$ cat src/sv/sis_pkg.sv
`timescale 1ns / 1ps
`default_nettype none

package sis_pkg;

    // fixed field widths and machine constants
    localparam int WORD_W      = 32;
    localparam int PTR_W       = 12;
    localparam int INSTR_BYTES = 16;
    localparam int WORD_BYTES  = 4;

    // item kinds
    typedef enum logic [1:0] {
        KIND_LOAD = 2'd0,
        KIND_READ = 2'd1,
        KIND_SETP = 2'd2,
        KIND_EXEC = 2'd3
    } kind_t;

    // shared adder operations
    typedef enum logic [1:0] {
        ALU_ADD   = 2'd0,
        ALU_SUB   = 2'd1,
        ALU_RNDUP = 2'd2
    } alu_op_t;

    // control group for the shared adder
    typedef struct packed {
        logic    go;
        alu_op_t op;
    } alu_ctl_t;

    // command item
    typedef struct packed {
        kind_t              kind;
        logic [PTR_W-1:0]   address;
        logic [WORD_W-1:0]  data;
    } sis_cmd_t;

    // response item
    typedef struct packed {
        logic [WORD_W-1:0]        read_data;
        logic [PTR_W-1:0]         pointer_out;
        logic                     branch_taken;
        logic signed [WORD_W-1:0] difference;
    } sis_rsp_t;

endpackage

`default_nettype wire

$ cat src/sv/sis_alu.sv
`timescale 1ns / 1ps
`default_nettype none

module sis_alu
    import sis_pkg::*;
(
    input  wire logic              clk,
    input  wire alu_ctl_t          ctl,
    input  wire logic [WORD_W-1:0] a,
    input  wire logic [WORD_W-1:0] b,
    output logic      [WORD_W-1:0] res
);

    logic [WORD_W-1:0] b_in;
    logic [WORD_W-1:0] sum;
    logic [WORD_W-1:0] res_next;
    logic [WORD_W-1:0] res_reg;

    // one adder, subtract by inverting b with carry in
    always_comb
    begin
        b_in = (ctl.op == ALU_SUB) ? ~b : b;
        sum  = a + b_in + WORD_W'(ctl.op == ALU_SUB);
        case (ctl.op)
            ALU_ADD:   res_next = sum;
            ALU_SUB:   res_next = sum;
            ALU_RNDUP: res_next = sum & ~WORD_W'(INSTR_BYTES - 1);
            default:   res_next = sum;
        endcase
    end

    // result register
    always_ff @(posedge clk)
    begin
        if (ctl.go)
        begin
            res_reg <= res_next;
        end
    end

    assign res = res_reg;

endmodule

`default_nettype wire

$ cat config.mk
export PLATFORM = sky130hd
export DESIGN_NAME = sis_alu
export DESIGN_NICKNAME = d
export VERILOG_FILES = /design/src/sv/sis_pkg.sv /design/src/sv/sis_alu.sv
export SDC_FILE = /design/constraint.sdc
export NUM_CORES = 1
export LEC_CHECK = 0
export ABC_AREA = 1
export BUFFER_PORTS_ARGS = -buffer_cell sky130_fd_sc_hd__buf_2
export CELL_PAD_IN_SITES_DETAIL_PLACEMENT = 0
export CELL_PAD_IN_SITES_GLOBAL_PLACEMENT = 1
export CORE_AREA = 8 8 109 111
export CTS_BUF_LIST = sky130_fd_sc_hd__clkbuf_4
export DETAILED_ROUTE_END_ITERATION = 10
export DIE_AREA = 0 0 117 119
export PLACE_DENSITY_LB_ADDON = 0.1
export REMOVE_ABC_BUFFERS = 1
export SLEW_MARGIN = 40
export SYNTH_ARGS = -nofsm -noshare
export SYNTH_HDL_FRONTEND = slang
export SYNTH_SLANG_ARGS = --single-unit
$ cat constraint.sdc
create_clock -name clk -period 6.2 [get_ports clk]
set_clock_uncertainty 0.2 [all_clocks]
set_input_delay 0.62 -clock clk [delete_from_list [all_inputs] [get_ports clk]]
set_output_delay 0.62 -clock clk [all_outputs]
set_load 0.005 [all_outputs]
==> impl_results.md <==
* Status: finished, final reports clean
* CP Capture Point: res[28]$_DFFE_PP_
* Max Freq at 332 MHz
* Port Buffers at 99
* Slew of the pin with the lowest slew margin at 0.767 ns
* Worst Path Class, Setup: in -> reg
* Via count at between 3000 and 4000
* Most common cell after layout, fill and taps aside: nand2_1
* Hold_ws at approximately 0.47 ns
* Vias in the first global route at roughly 3300
* CP Max Fanout at 32
* DRT iter0 DRCs at 110
* Largest stage delay on the critical path at 0.39 ns
* Slew Limit Fails at 0
* Die H at 119 µm
* Postcts setup bufs at 0
* Max reg flops at 32
* Synth Instances at approximately 450
* DR DRC count at 0
* Critical path's most frequent cell: nand2_1
* Post-synth ARST share at 0%
* Diodes inserted at 0
* Critical Path AT at 2.93 ns
* Clock root cell: clkbuf_4
* Origin of the worst setup path: ctl[1]
* Core area at 10100 µm²
* Post-route cell area at 3980 µm²
* H-Tree Depth at 2
* Most frequent cells in the layout: nand2_1 (121), buf_2 (99), nor2_1 (50)
* Seq cells post-synth at 32
* Slew headroom at 48.9%
* Clk sink count at 32
* # setup viols final at 0
* Max-cap viol count at 0
* TritonCTS buffer count at 5
* CP required at 6.12 ns
* Die ar. at around 14000 µm²
* Via-per-instance ratio at around 4.7
* Critical path cell sequence: buf_2 -> inv_1 -> nand2_4 -> xnor2_1 -> ha_1 -> a21oi_1 -> nand2_2 -> nand2_1 -> o211ai_2 -> nand2_1 -> nand2_1 -> nand2_1 -> nand2_1 -> nand2_1 -> nand2_1
* Worst-path clk slew at 0.12 ns
* Power per cell area at 212 nW/µm²
* YS warnings at 0
* Clk buf depth at 2
* Post-detailed-route count of antenna-violating nets at 0
* CTS tree: built
* Die width at 117 µm
* FP Rows at 37
* Resized cells post-CTS at 0
* RePlAce Congestion at around 0.86
* Area delta synth->final at 21.6%
* CTS Hold Bufs at 0
* Post-synth EDFFs at 32
* FILL cells at 1139
* Final core area utilization at around two fifths
* Post-layout minimum cycle time at 3.01 ns
* Seq/Total Area, Yosys at 29.4%
* Worst hold path type: in -> reg
* RSZ-0062 raised after global routing: false
* Fin nets at 650
* Gr usage total at between 15 and 20%
* Area after DPL at 3930 µm²
* Fin. Hold Viols at 0
* Final period utilization at 48.5%
* WL/cell at 15.3 µm
* Largest net degree at the start of global routing at 33
* Final Total Pwr at ~0.84 mW
* Post-synth cell types at 23
* Share of cells above drive strength 1 at 21.1%
* Initial antenna violation count at 0
* Lkg Pwr at 1.95 nW
* Syn Area/Cell at about 7.3 µm²
* Grt ovf at 0
* Final WL at 10.5 mm
* Starting density of the core at between 30 and 40%
* First-pass GRT wire length at roughly 17 mm
* Setup crit start kind: input port
* Synthesized area at 3270 µm²
* Pre-antenna DRT Iters at 4
* Hpwl dp at 8.95 mm
* Prevailing post-synth register cell: edfxtp_1
* # IOs at 100
* Max IR drop VDD at 0.117 mV
* CP max stage cell: ha_1
* Setup TNS at 0 ns
* Setup crit end kind: flop
[cell families after synthesis]
group                    after synthesis  synth area share [%]
AND/OR/NAND/NOR                      214                  27.0
AO/OA/AOI/OAI                         72                  12.1
XOR/XNOR                              49                  13.1
buffers and inverters                 44                  5.16
adder cells (fa/ha/maj)               34                  13.2
flip-flops                            32                  29.4
[power by group]
part	internal, mW	total, mW	switching (mW)
logic	0.162	0.409	0.247
clock network	0.0417	0.124	0.0824
registers	0.299	0.308	0.00933
[area by class of cell]
cell class                      instances  area [µm²]  share of cell area, %
Multi-Input combinational cell        369        2150                   53.9
Tap cell                              136         170                   4.28
Clock inverter                          3        13.8                  0.346
Sequential cell                        32         961                   24.2
Timing Repair Buffer                   99         495                   12.5
Inverter                               41         154                   3.87
Clock buffer                            5        37.5                  0.944
[per-stage QoR]
step,cells,worst slack (ns)
final,685,3.19
after global placement,677,2.50
after CTS,685,3.19
after detailed placement,677,2.81
after global routing,685,2.96
after floorplan,442,3.09
[layer usage]
metal | track usage, % | up-vias | routed length (µm)
met5 | 0 | - | 0
li1 | - | 1683 | -
met1 | 20.2 | 1442 | 5070
met3 | 2.63 | 6 | 454
met4 | 3.36 | 0 | 103
met2 | 24.9 | 59 | 4860
[synth_stat cells, drive strengths merged, types with 4 or more instances]
cell type / number / share of area (%)
a21o: 4 / 0.92
a21oi: 40 / 6.1
edfxtp: 32 / 29
ha: 33 / 13
inv: 41 / 4.7
nand2: 129 / 15
nand3: 23 / 3.7
nand4: 5 / 0.96
nor2: 50 / 5.7
o21ai: 20 / 3.1
xnor2: 30 / 8.0
xor2: 19 / 5.1
[how the worst min path moves through the flow]
stage	from	to	slack, ns	depth (start not counted)
after floorplan	ctl[2]	res[0]$_SDFFCE_PN0P_	0.53	0
after global placement	ctl[0]	res[1]$_SDFFCE_PN0P_	0.79	3
after detailed placement	a[0]	res[0]$_SDFFCE_PN0P_	0.81	3
after CTS	a[0]	res[0]$_SDFFCE_PN0P_	0.46	3
after global routing	ctl[0]	res[1]$_SDFFCE_PN0P_	0.49	3
final	a[0]	res[0]$_SDFFCE_PN0P_	0.47	3
[worst max-delay path: cells and delay by family]
kind	cells	cell delay (ns)
fa+ha+maj	1	0.39
compound gates	2	0.49
xor+xnor	1	0.24
buf+inv	2	0.18
simple gates	9	0.99
Power figures use the tool's default switching activity.
