[src/sv/sis_pkg.sv]
`timescale 1ns / 1ps
`default_nettype none

package sis_pkg;

    // fixed field widths and machine constants
    localparam int WORD_W      = 32;
    localparam int PTR_W       = 12;
    localparam int INSTR_BYTES = 16;
    localparam int WORD_BYTES  = 4;

    // item kinds
    typedef enum logic [1:0] {
        KIND_LOAD = 2'd0,
        KIND_READ = 2'd1,
        KIND_SETP = 2'd2,
        KIND_EXEC = 2'd3
    } kind_t;

    // shared adder operations
    typedef enum logic [1:0] {
        ALU_ADD   = 2'd0,
        ALU_SUB   = 2'd1,
        ALU_RNDUP = 2'd2
    } alu_op_t;

    // control group for the shared adder
    typedef struct packed {
        logic    go;
        alu_op_t op;
    } alu_ctl_t;

    // command item
    typedef struct packed {
        kind_t              kind;
        logic [PTR_W-1:0]   address;
        logic [WORD_W-1:0]  data;
    } sis_cmd_t;

    // response item
    typedef struct packed {
        logic [WORD_W-1:0]        read_data;
        logic [PTR_W-1:0]         pointer_out;
        logic                     branch_taken;
        logic signed [WORD_W-1:0] difference;
    } sis_rsp_t;

endpackage

`default_nettype wire

[src/sv/sis_index.sv]
`timescale 1ns / 1ps
`default_nettype none

module sis_index
    import sis_pkg::*;
#(
    parameter int MEM_WORDS = 1024,
    localparam int IDX_W = $clog2(MEM_WORDS)
)
(
    input  wire logic              clk,
    input  wire logic              rst_n,
    input  wire logic              start,
    input  wire logic [WORD_W-1:0] byte_addr,
    output logic                   done,
    output logic      [IDX_W-1:0]  idx
);

    localparam bit IS_POW2 = (MEM_WORDS & (MEM_WORDS - 1)) == 0;

    generate
        if (IS_POW2)
        begin : g_mask
            logic             done_reg;
            logic [IDX_W-1:0] idx_reg;

            // word index is a plain bit field
            always_ff @(posedge clk or negedge rst_n)
            begin
                if (!rst_n)
                begin
                    done_reg <= 1'b0;
                end
                else
                begin
                    done_reg <= start;
                end
            end

            always_ff @(posedge clk)
            begin
                if (start)
                begin
                    idx_reg <= byte_addr[IDX_W+1:2];
                end
            end

            assign done = done_reg;
            assign idx  = idx_reg;
        end
        else
        begin : g_reduce
            localparam int VAL_W = WORD_W - 2;
            localparam int RCP_W = VAL_W - 4;
            localparam int PRD_W = VAL_W + RCP_W;
            // scaled reciprocal, the quotient estimate is low by at most one
            localparam logic [RCP_W-1:0] RCP = RCP_W'((64'd1 << VAL_W) / MEM_WORDS);
            localparam logic [IDX_W-1:0] MOD = IDX_W'(MEM_WORDS);

            logic             s1_reg;
            logic             s2_reg;
            logic             s3_reg;
            logic             done_reg;
            logic [VAL_W-1:0] val_reg;
            logic [RCP_W-1:0] quo_reg;
            logic [VAL_W-1:0] qm_reg;
            logic [IDX_W-1:0] rem_reg;
            logic [PRD_W-1:0] prod;
            logic [IDX_W:0]   trial;
            logic [IDX_W-1:0] rem_next;

            // quotient estimate, then one correcting subtract
            always_comb
            begin
                prod  = PRD_W'(val_reg) * PRD_W'(RCP);
                trial = (IDX_W + 1)'(val_reg - qm_reg);
                if (trial >= {1'b0, MOD})
                begin
                    rem_next = IDX_W'(trial - {1'b0, MOD});
                end
                else
                begin
                    rem_next = trial[IDX_W-1:0];
                end
            end

            // stage control
            always_ff @(posedge clk or negedge rst_n)
            begin
                if (!rst_n)
                begin
                    s1_reg   <= 1'b0;
                    s2_reg   <= 1'b0;
                    s3_reg   <= 1'b0;
                    done_reg <= 1'b0;
                end
                else
                begin
                    s1_reg   <= start;
                    s2_reg   <= s1_reg;
                    s3_reg   <= s2_reg;
                    done_reg <= s3_reg;
                end
            end

            // remainder datapath
            always_ff @(posedge clk)
            begin
                if (start)
                begin
                    val_reg <= byte_addr[WORD_W-1:2];
                end
                if (s1_reg)
                begin
                    quo_reg <= prod[PRD_W-1:VAL_W];
                end
                if (s2_reg)
                begin
                    qm_reg <= VAL_W'(VAL_W'(quo_reg) * VAL_W'(MOD));
                end
                if (s3_reg)
                begin
                    rem_reg <= rem_next;
                end
            end

            assign done = done_reg;
            assign idx  = rem_reg;
        end
    endgenerate

endmodule

`default_nettype wire

[config.mk]
export PLATFORM = sky130hd
export DESIGN_NAME = sis_index
export DESIGN_NICKNAME = d
export VERILOG_FILES = /design/src/sv/sis_pkg.sv /design/src/sv/sis_index.sv
export SDC_FILE = /design/constraint.sdc
export NUM_CORES = 1
export LEC_CHECK = 0
export BUFFER_PORTS_ARGS = -buffer_cell sky130_fd_sc_hd__buf_2
export CAP_MARGIN = 20
export CORE_AREA = 2 2 39 41
export CTS_CLUSTER_SIZE = 12
export DETAILED_ROUTE_END_ITERATION = 16
export DIE_AREA = 0 0 41 43
export GPL_TIMING_DRIVEN = 0
export HOLD_SLACK_MARGIN = 0.06
export PLACE_DENSITY = 0.67
export SETUP_SLACK_MARGIN = 0.15
export SYNTH_ARGS = -nofsm -noshare
export SYNTH_HDL_FRONTEND = slang
export SYNTH_SLANG_ARGS = --single-unit
export TNS_END_PERCENT = 100
[constraint.sdc]
create_clock -name clk -period 0.8 [get_ports clk]
set_clock_uncertainty 0.2 [all_clocks]
set_input_delay 0.04 -clock clk [delete_from_list [all_inputs] [get_ports clk]]
set_output_delay 0.04 -clock clk [all_outputs]
set_load 0.02 [all_outputs]
==> qor.yml <==
synth:
  yosys.area_share.simple_pct: 0
  synth_top_area_share_pct: 92.3
  synthArstFlopShare_pct: 9.09
  synth_cell_type_count: 2
  synth_mux_area_share_pct: 0
  yosysTopAreaCell: "edfxtp_1"
  seq_area_frac_synth_pct: 100
  synth_edf_count: 10
  yosysMostFrequentCell: "edfxtp_1"
  synth_compound_area_share_pct: 0
  avgSynthCellArea_um2: 29.6
  synth_cells: 11
  synth_ff_type: "edfxtp_1"
  netlist_area_um2: 325
  synth_fa_ha_area_share_pct: 0
  synth-seq-cells: 11
  synth_xor_area_share_pct: 0
  syn_nets: 46
  synth_area_leaders: "edfxtp_1, dfrtp_1"
  ys_warn_count: 0
  synthTopCellsByCount: "edfxtp_1, dfrtp_1"
power:
  powerDensity_nw_per_um2: 2300
  comb_power_share_pct: 13.0
  p_leak_nw: 0.230
  p_seq_share_pct: 56.7
  ir_worst_vdd_mv: 0.847
  switching_share_pct: 22.6
  p_int_uw: 940
  clkPwrFrac_pct: 30.3
  p_sw_uw: 274
setup_path:
  worst-setup-path-type: "register to output pin"
  cp_num_buf_inv: 1
  cp-end-kind: "output pin"
  cp-start-kind: "register"
  crit_arrival_ns: 0.80
  critical-path-top-delay-family: "flip-flops"
  crit_fanout: 1
  cp_data_required_time_ns: 0.56
  max_stage_delay_ns: 0.39
  path_cells: "buf_6"
  cpMaxStageDelayCell: "edfxtp_1"
clock_network:
  clkSlewWorstSetupHoldPaths_ns: 0.07
  clk_path_buf_depth: 2
  hold_buffers: 1
  cts_setup_buffers: 0
  cts_max_level: 1
  numCtsBuffers: 3
  cts_tree: "done"
  cts-root-buf: "clkbuf_4"
  cts_sinks: 11
drt:
  ant_nets: 0
  vias: 208
  routed_wl_um: 589
  drt_iter0_drc: 1
  vias_per_cell: 3.78
  drt-wirelength-per-cell_um: 10.7
  first_pass_iters: 2
  drc: 0
die:
  die_w_um: 41
  dieArea_um2: 1760
  die_y_um: 43
  ios: 46
  core_um2: 1380
  rows: 14
  start_util_pct: 23.5
finish:
  multi_input_area_um2: 0
  largest_reg_flops: 10
  layout-drive-gt1-share_pct: 66.7
  n_antenna_cell: 0
  final.fill_count: 140
  fin_cells: 55
  area_growth_pct: 62.3
  layout.nets: 75
  seqCellArea_um2: 325
  multi_input_gates: 0
timing:
  fin_crit_sh_pct: 129
  fin_ws_ns: -0.236
  fmax_mhz: 966
  setup_viol: 11
  rsz0062_at_grt: "true"
  worst_pin_slew_ns: 0.242
  relSlewSlack_pct: 83.9
  drv_slew: 0
  holdWs_ns: -0.250
  hold_viol: 22
  period_minus_slack_ns: 1.04
global_routing:
  grtUsageTotal_pct: 8.41
  grt_pass1_wl_um: 876
  antenna_found_initial: 0
  grt_max_degree: 12
  grt_overflow: 0
  grt_pass1_vias: 200
outcome:
  violations: "hold timing, setup timing"
  status: "finished with violations"
placed_design:
  dp.cells: 50
  gp_congestion: 0.559
  portBuffers: 23
  place_ws_ns: 0.000676
min_path:
  hold_path.class: "input port to register"
flow_run:
  max_cap_violations: 0
[what timing repair did]
item,in CTS,in global routing
endpoints found under the hold margin,22,22
resized for setup,4,6
setup endpoints to repair,11,11
[stage by stage]
stage | util, % | setup TNS [ns] | cell area, µm² | hold slack (ns) | total power [mW]
global placement | 33.3 | 0 | 460 | -0.385 | 0.828
finish | 38.2 | -2.40 | 528 | -0.250 | 1.21
CTS | 36.8 | -2.56 | 509 | -0.261 | 1.22
global route | 38.2 | -2.86 | 528 | -0.269 | 1.28
floorplan | - | 0 | 325 | -0.456 | 0.758
detailed placement | 33.3 | 0 | 460 | -0.384 | 0.832
[power groups by stage]
stage                     registers (mW)  logic, mW  clock network, mW
after floorplan                    0.758          0                  0
after global routing               0.692      0.170              0.420
after global placement             0.695      0.133                  0
final                              0.688      0.158              0.368
after detailed placement           0.696      0.135                  0
after CTS                          0.686      0.147              0.386
[cell type report]
class | count | share of cell area (%)
timing repair buffer | 24 | 29.6
clock buffer | 4 | 4.98
sequential | 11 | 61.6
tap | 16 | 3.79
[routing by layer]
metal  global-route usage, %  wire length (µm)  up-vias
li1                        -                 -      100
met1                    8.97               222       89
met2                    10.0               261       17
met3                    6.28                97        2
met4                    8.00                 7        0
met5                       0                 0        -
[final timing paths]
kind	endpoint	cells past startpoint	slack (ns)	start
max in group asynchronous	done	2	0.45	rst_n
max	idx[0]	1	-0.24	idx[0]
min	idx[8]	1	-0.25	byte_addr[10]
min in group asynchronous	done	2	-0.13	rst_n
[cells by family after synthesis]
group  Yosys count
flops           11
[cells in the final DEF (no fill, tap or decap), drive strengths merged]
cell          n
buf          23
edfxtp       10
clkbuf        4
dfrtp         1
dlygate4sd3   1
No activity file was read; power rests on OpenSTA's default activity.
